## src/hdl/pnsa_pkg.sv

```systemverilog
`timescale 1ns / 1ps
package pnsa_pkg;

    // Output coordinate width and coefficient fraction width
    localparam int COORD_BITS = 16;
    localparam int FRAC_BITS  = 16;

    localparam int DEST_W    = 15;
    localparam int COEF_W    = 32;
    localparam int CFG_W     = 64;
    localparam int CFG_IDX_W = 3;
    localparam int RECT_W    = 16;

    // coef (signed 32) times zero-extended dest (16) and the three-term sum
    localparam int PROD_W = COEF_W + DEST_W + 1;
    localparam int SUM_W  = PROD_W + 2;
    localparam int MAG_W  = SUM_W;
    localparam int REM_W  = MAG_W + COORD_BITS;

    // Compare width for the rectangle test
    localparam int CMP_W = ((COORD_BITS > RECT_W) ? COORD_BITS : RECT_W) + 2;

    typedef enum logic [CFG_IDX_W-1:0] {
        REG_M00_M01 = 3'd0,
        REG_M02_M10 = 3'd1,
        REG_M11_M12 = 3'd2,
        REG_M20_M21 = 3'd3,
        REG_M22     = 3'd4,
        REG_ORIGIN  = 3'd5,
        REG_EXTENT  = 3'd6
    } t_cfg_idx;

    // Per-request data that rides alongside the divider
    typedef struct packed {
        logic [DEST_W-1:0] dest_x;
        logic [DEST_W-1:0] dest_y;
        logic              neg_x;
        logic              neg_y;
        logic              zero_den;
    } t_sb;

endpackage

```

## src/hdl/pnsa_div.sv

```systemverilog
`timescale 1ns / 1ps
module pnsa_div import pnsa_pkg::*; (
    input  logic                  i_clk,
    input  logic                  i_en,
    input  logic [MAG_W-1:0]      i_num,
    input  logic [MAG_W-1:0]      i_den,
    output logic [COORD_BITS-1:0] o_quo,
    output logic                  o_ovf
);

    logic [REM_W-1:0]      r_rem [0:COORD_BITS-1];
    logic [MAG_W-1:0]      r_den [0:COORD_BITS-1];
    logic [COORD_BITS-1:0] r_quo [0:COORD_BITS];
    logic                  r_ovf [0:COORD_BITS];

    // Load: flag quotients that cannot fit in COORD_BITS magnitude bits
    always_ff @(posedge i_clk) begin
        if (i_en) begin
            r_rem[0] <= REM_W'(i_num);
            r_den[0] <= i_den;
            r_quo[0] <= '0;
            r_ovf[0] <= REM_W'(i_num) >= {i_den, {COORD_BITS{1'b0}}};
        end
    end

    // One restoring step per stage, most significant quotient bit first
    for (genvar k = 1; k <= COORD_BITS; k++) begin : g_step
        localparam int SH = COORD_BITS - k;
        logic [REM_W-1:0]      n_dsh;
        logic                  n_ge;
        logic [REM_W-1:0]      n_rem;
        logic [COORD_BITS-1:0] n_quo;

        always_comb begin
            n_dsh = REM_W'(r_den[k-1]) << SH;
            n_ge  = r_rem[k-1] >= n_dsh;
            n_rem = n_ge ? (r_rem[k-1] - n_dsh) : r_rem[k-1];
            n_quo = r_quo[k-1] | (COORD_BITS'(n_ge) << SH);
        end

        always_ff @(posedge i_clk) begin
            if (i_en) begin
                r_quo[k] <= n_quo;
                r_ovf[k] <= r_ovf[k-1];
            end
        end

        if (k < COORD_BITS) begin : g_carry
            always_ff @(posedge i_clk) begin
                if (i_en) begin
                    r_rem[k] <= n_rem;
                    r_den[k] <= r_den[k-1];
                end
            end
        end
    end

    assign o_quo = r_quo[COORD_BITS];
    assign o_ovf = r_ovf[COORD_BITS];

endmodule

```

## config.mk

```make
export PLATFORM = sky130hd
export DESIGN_NAME = pnsa_div
export DESIGN_NICKNAME = d
export VERILOG_FILES = /design/src/hdl/pnsa_pkg.sv /design/src/hdl/pnsa_div.sv
export SDC_FILE = /design/constraint.sdc
export NUM_CORES = 2
export LEC_CHECK = 0
export BUFFER_PORTS_ARGS = -buffer_cell sky130_fd_sc_hd__buf_2
export CAP_MARGIN = 20
export CORE_ASPECT_RATIO = 0.9
export CORE_MARGIN = 8
export CORE_UTILIZATION = 45
export CTS_CLUSTER_DIAMETER = 30
export DETAILED_ROUTE_END_ITERATION = 8
export PLACE_DENSITY = 0.72
export SLEW_MARGIN = 20
export SYNTH_ARGS = -nofsm -noshare
export SYNTH_HDL_FRONTEND = slang
export SYNTH_SLANG_ARGS = --single-unit
```

## constraint.sdc

```tcl
create_clock -name i_clk -period 3.4 [get_ports i_clk]
set_input_delay 0.68 -clock i_clk [delete_from_list [all_inputs] [get_ports i_clk]]
set_output_delay 0.68 -clock i_clk [all_outputs]
set_load 0.01 [all_outputs]
```

Yosys cells after proc, flatten, opt, wreduce, memory -nomap -nowiden. Memory sizes are Yosys's and may differ from the RTL's. Cells that the tools add are included.

Memory bits (read-only): 0. Input bits: 102. Bits in latches: 0. Register bits after elaboration: 0. Logic and storage cells: 69. Memories: 4. Output and inout port bits: 17. Bits in writable memories: 2145.

$lt $le $gt $ge: 17. Bitwise operators: 16. Mux-type cells: 17. Shift-type cells: 0. Reduce and logical (&&, ||, !) cells: 0. Div/mod/pow operators: 0. Equal/unequal tests: 0. Multipliers: 0. $add $sub $neg: 15.

Memory list: r_rem (depth 16, width 66, read ports 16, clocked after Yosys merged registers in 0, write ports 16, line pnsa_div.sv:11) `logic [REM_W-1:0] r_rem [0:COORD_BITS-1];`; r_den (depth 16, width 50, read ports 16, clocked after Yosys merged registers in 0, write ports 16, line pnsa_div.sv:12) `logic [MAG_W-1:0] r_den [0:COORD_BITS-1];`; r_quo (depth 17, width 16, read ports 17, clocked after Yosys merged registers in 0, write ports 17, line pnsa_div.sv:13) `logic [COORD_BITS-1:0] r_quo [0:COORD_BITS];`; r_ovf (depth 17, width 1, read ports 17, clocked after Yosys merged registers in 0, write ports 17, line pnsa_div.sv:14) `logic r_ovf [0:COORD_BITS];`.

Operator list (number): 2-to-1 mux 66 bit (15); >= comparator 50 x 66 -> 1 bit (1); >= comparator 66 x 50 -> 1 bit (1); >= comparator 66 x 51 -> 1 bit (1); >= comparator 66 x 52 -> 1 bit (1); >= comparator 66 x 53 -> 1 bit (1); >= comparator 66 x 54 -> 1 bit (1); >= comparator 66 x 55 -> 1 bit (1); >= comparator 66 x 56 -> 1 bit (1); >= comparator 66 x 57 -> 1 bit (1); >= comparator 66 x 58 -> 1 bit (1); >= comparator 66 x 59 -> 1 bit (1); >= comparator 66 x 60 -> 1 bit (1); >= comparator 66 x 61 -> 1 bit (1); >= comparator 66 x 62 -> 1 bit (1); >= comparator 66 x 63 -> 1 bit (1); >= comparator 66 x 64 -> 1 bit (1); >= comparator 66 x 65 -> 1 bit (1); subtractor 66 x 51 -> 66 bit (1); subtractor 66 x 52 -> 66 bit (1); subtractor 66 x 53 -> 66 bit (1); subtractor 66 x 54 -> 66 bit (1); subtractor 66 x 55 -> 66 bit (1); subtractor 66 x 56 -> 66 bit (1); 26 further kinds (27).

Logic depth before layout (Yosys ltp). An unclocked memory read counts as a cell.

Depth in word-level cells: 3. Gate-level depth with buffers: 17. Gate-level depth less buffers: 15.

Worst setup path after synthesis. Ideal clock, no wire load.

Path kind: reg2reg. Start point: mem r_rem[1][332] in the netlist's numbering. End point: mem r_rem[1][399] in the netlist's numbering, data pin. Setup time: 0.260 ns. Cell stages (with the launch flop): 16. Data required time: 3.140 ns. Arrival: 3.488 ns. Period minus slack after synthesis: 3.748 ns. Slack: -0.348 ns. Buffers on the path: 2. Cell sequence: edfxtp_1 inv_1 ha_1 inv_1 fa_1 a211oi_1 o21ai_1 a41oi_1 o21bai_2 a21oi_2 o31ai_4 a41o_2 a21oi_4 buf_4 buf_4 mux2_2.

RTL lines (line): start: declaration (pnsa_div.sv:11).

==> metrics.md <==
| Metric | Value |
|---|---|
| Final setup viols | 724 |
| Routed len/inst | 19.5 um |
| Fmax achieved | 260 MHz |
| Syn nets | 12051 |
| Power per cell area | 866 mW/mm2 |
| Fillers | 19822 |
| Worst-path fanout max | 10 |
| Post-layout nets | 15172 |
| Failing checks | negative setup slack |
| Via count | 96467 |
| Place WS | -0.781 ns |
| CP Capture Point | r_rem[0][151]$_DFFE_PP_ |
| EDFF count, synth | 1993 |
| Slew @ Worst Pin | 0.897 ns |
| Min cycle time layout | 3.85 ns |
| Clock sink count | 1993 |
| TritonCTS clock tree | yes |
| Ys flop type | edfxtp_1 |
| Worst EP arrival | 4.44 ns |
| Residual DRC count | 0 |
| Slew HR | 40.1% |
| GRT overflow | 0 |
| RR Startpoint | r_den[1][1]$_DFFE_PP_ |
| Area Overhead vs Synth | 40.7% |
| Via/cell ratio | 5.36 |
| Final Slew Violations | 0 |
| Number of library cell types mapped by synthesis | 116 |
| Clock latency on the worst-skew pair | 0.89 ns |
| Max-Cap Viols | 0 |
| Setup crit end kind | register |
| Clock transition at the registers of the reported paths | 0.05 ns |
| Outcome | complete, but fails checks |
| Largest net degree at the start of global routing | 99 |
| Initial DRC Count | 5517 |
| Cell Area, Synth | 0.117 mm2 |
| Mean post-synth cell area | 10.6 um2 |
| Number of global-route vias before repair | 99521 |
| Die height | 501 um |
| Peak VDD IR | 0.557 mV |
| Initial Util | 45.1% |
| Row count | 178 |
| Die width | 554 um |
| GR Util met1 | 23.5% |
| Routing usage on met3 | 2.46% |
| Die ar. | 0.278 mm2 |
| First-pass GRT wire length | 520000 um |
| Core area | 0.260 mm2 |
| DR pass1 iterations | 6 |
| Reg-to-reg endpoint | r_rem[0][151]$_DFFE_PP_ |
| Detailed Place HPWL | 257000 um |
| Setup crit start | r_den[1][1]$_DFFE_PP_ |
| I/O Buffers | 118 |
| Hold Startpoint | i_en |
| Post-Syn Instances | 11115 |
| Final-report hold violation count | 0 |
| WP data required | 4.00 ns |
| ANT nets after route | 0 |
| Pwr Total | 143 mW |
| Initial antenna violation count | 2 |
| Final WS setup | -0.446 ns |
| FF+latch area | 0.0598 mm2 |
| Critical Path Start Type | register |
| FF-to-FF path depth | 14 |
| M2 GR Usage | 43.6% |
| #FFs+latches synth | 1993 |
| Sequential share of the synthesized area | 51.0% |
| Synth Warn # | 0 |
| Tot GR Track Use | 23.2% |
| Clock buffer count from CTS | 402 |
| Share of layout cells above drive strength 1 | 31.9% |
| Post-Place Cells | 16869 |
| Drt total wl | 351000 um |
| Leading cell type in the layout, fill and taps excluded | buf_4 |
| # IOs | 119 |
| RSZ-0062 raised after global routing | true |
| Clk Tree Root Cell | clkbuf_16 |
| Final period util | 113% |
| H-tree Lvls | 5 |
| CTS Buffer Depth | 4 |
| Multi-input gate area | 0.0576 mm2 |
| Leading cell types in the layout, fill and taps excluded | buf_4, edfxtp_1, a21oi_1, inv_1, nand2_1 |
| R2r setup slk | -0.45 ns |
| Setup TNS Final | -104.89 ns |
| Hold Crit Class | in -> reg |
| Ys async rst share | 0% |
| Critical path class | reg -> reg |
| Busiest grt layer | met2 |
| GPL Wtd Cong | 0.996 |
| Lkg Pwr | 70.7 nW |
| Final std cells w/o fill | 17994 |
| Min Hold Slack | 0.317 ns |
| Worst Skew | 0.0529 ns |
flip-flops by register name, indices dropped and copies added (netlist names):
signal	count
r_den	800
r_rem	1040
r_ovf	17
r_quo	136
power breakdown:
part / internal, mW / leakage, nW / switching (mW)
sequential: 35.0 / 19.4 / 3.59
combinational: 32.5 / 44.8 / 33.4
clock: 25.6 / 6.48 / 12.9
cell type report:
class	instances	share of cell area (%)
inverters	1026	2.34
clock inverters	286	1.98
repair buffers	3103	15.7
repair inverters	2	0.0197
flip-flops and latches	1993	36.2
well taps	3420	2.59
multi-input cells	7708	34.9
clock buffers	453	6.25
diodes	3	0.00455
cell families (layout without fill, tap and decap cells):
logic type	count (synthesis)	count (layout)	share of synthesized area, %
compound gates	3149	3149	16.6
simple gates	2788	2788	11.4
flops	1993	1993	51.0
buf+inv	1414	4870	4.69
fa+ha+maj	834	834	8.98
xor+xnor	777	777	5.80
mux	160	160	1.60
other cells	0	3	0
worst min path at each step:
stage                                    to  slack (ns)  depth (start not counted)
floorplan            r_ovf[0][10]$_DFFE_PP_        0.40                          0
global placement    r_quo[0][248]$_DFFE_PP_        0.40                          0
detailed placement  r_quo[0][127]$_DFFE_PP_        0.40                          0
CTS                  r_den[0][44]$_DFFE_PP_        0.29                          1
global route         r_den[0][44]$_DFFE_PP_        0.29                          1
finish               r_den[0][44]$_DFFE_PP_        0.32                          1
what timing repair did:
item | in CTS | in global routing
hold buffers | 100 | 0
endpoints found under the hold margin | 100 | 0
resized for setup | 466 | 956
pin swaps | 178 | 331
setup endpoints to repair | 876 | 881
cloned | 23 | 40
buffers inserted | 68 | 170
metrics by stage:
step	util [%]	area, um2
after floorplan	-	118000
after global placement	54.2	141000
after detailed placement	54.2	141000
after CTS	61.0	159000
after global routing	63.4	165000
final	63.4	165000
layer usage:
| layer | wire, um | vias up |
|---|---|---|
| met5 | 0 | - |
| met4 | 33000 | 0 |
| met3 | 11100 | 1228 |
| met2 | 183000 | 2753 |
| met1 | 124000 | 45294 |
| li1 | - | 47192 |
synth_stat cells, types with 34 or more instances:
cell	number	area share [%]
a211oi_1	62	0.40
a21o_1	475	3.0
a21oi_1	1195	5.1
a31oi_1	96	0.51
and2_1	41	0.22
and3_1	78	0.42
buf_2	61	0.26
clkbuf_1	293	0.94
edfxtp_1	1993	51
ha_1	819	8.7
inv_1	1024	3.3
mux2_2	123	1.2
nand2_1	803	2.6
nand2b_1	106	0.56
nand3_1	174	0.74
nand4_1	226	1.2
nor2_1	781	2.5
nor2b_1	104	0.55
nor3_1	173	0.74
nor4_1	98	0.52
o211ai_1	49	0.31
o21a_1	94	0.60
o21ai_0	642	2.7
o21bai_1	135	0.86
o31ai_1	53	0.34
or2_2	34	0.18
or3_1	40	0.21
xnor2_1	480	3.6
xor2_1	297	2.2
worst max-delay path, stage by stage (launching register included):
cell      delay, ns
edfxtp_1       0.44
buf_4          0.17
fa_2           0.39
nand2b_4       0.15
a21o_4         0.21
a32oi_4        0.23
a211oi_4       0.15
o221a_4        0.30
o21ai_4        0.24
a21oi_4        0.11
o31a_1         0.30
o21ai_4        0.20
buf_12         0.16
buf_12         0.15
mux2_2         0.35
No activity file was read; power rests on OpenSTA's default activity.
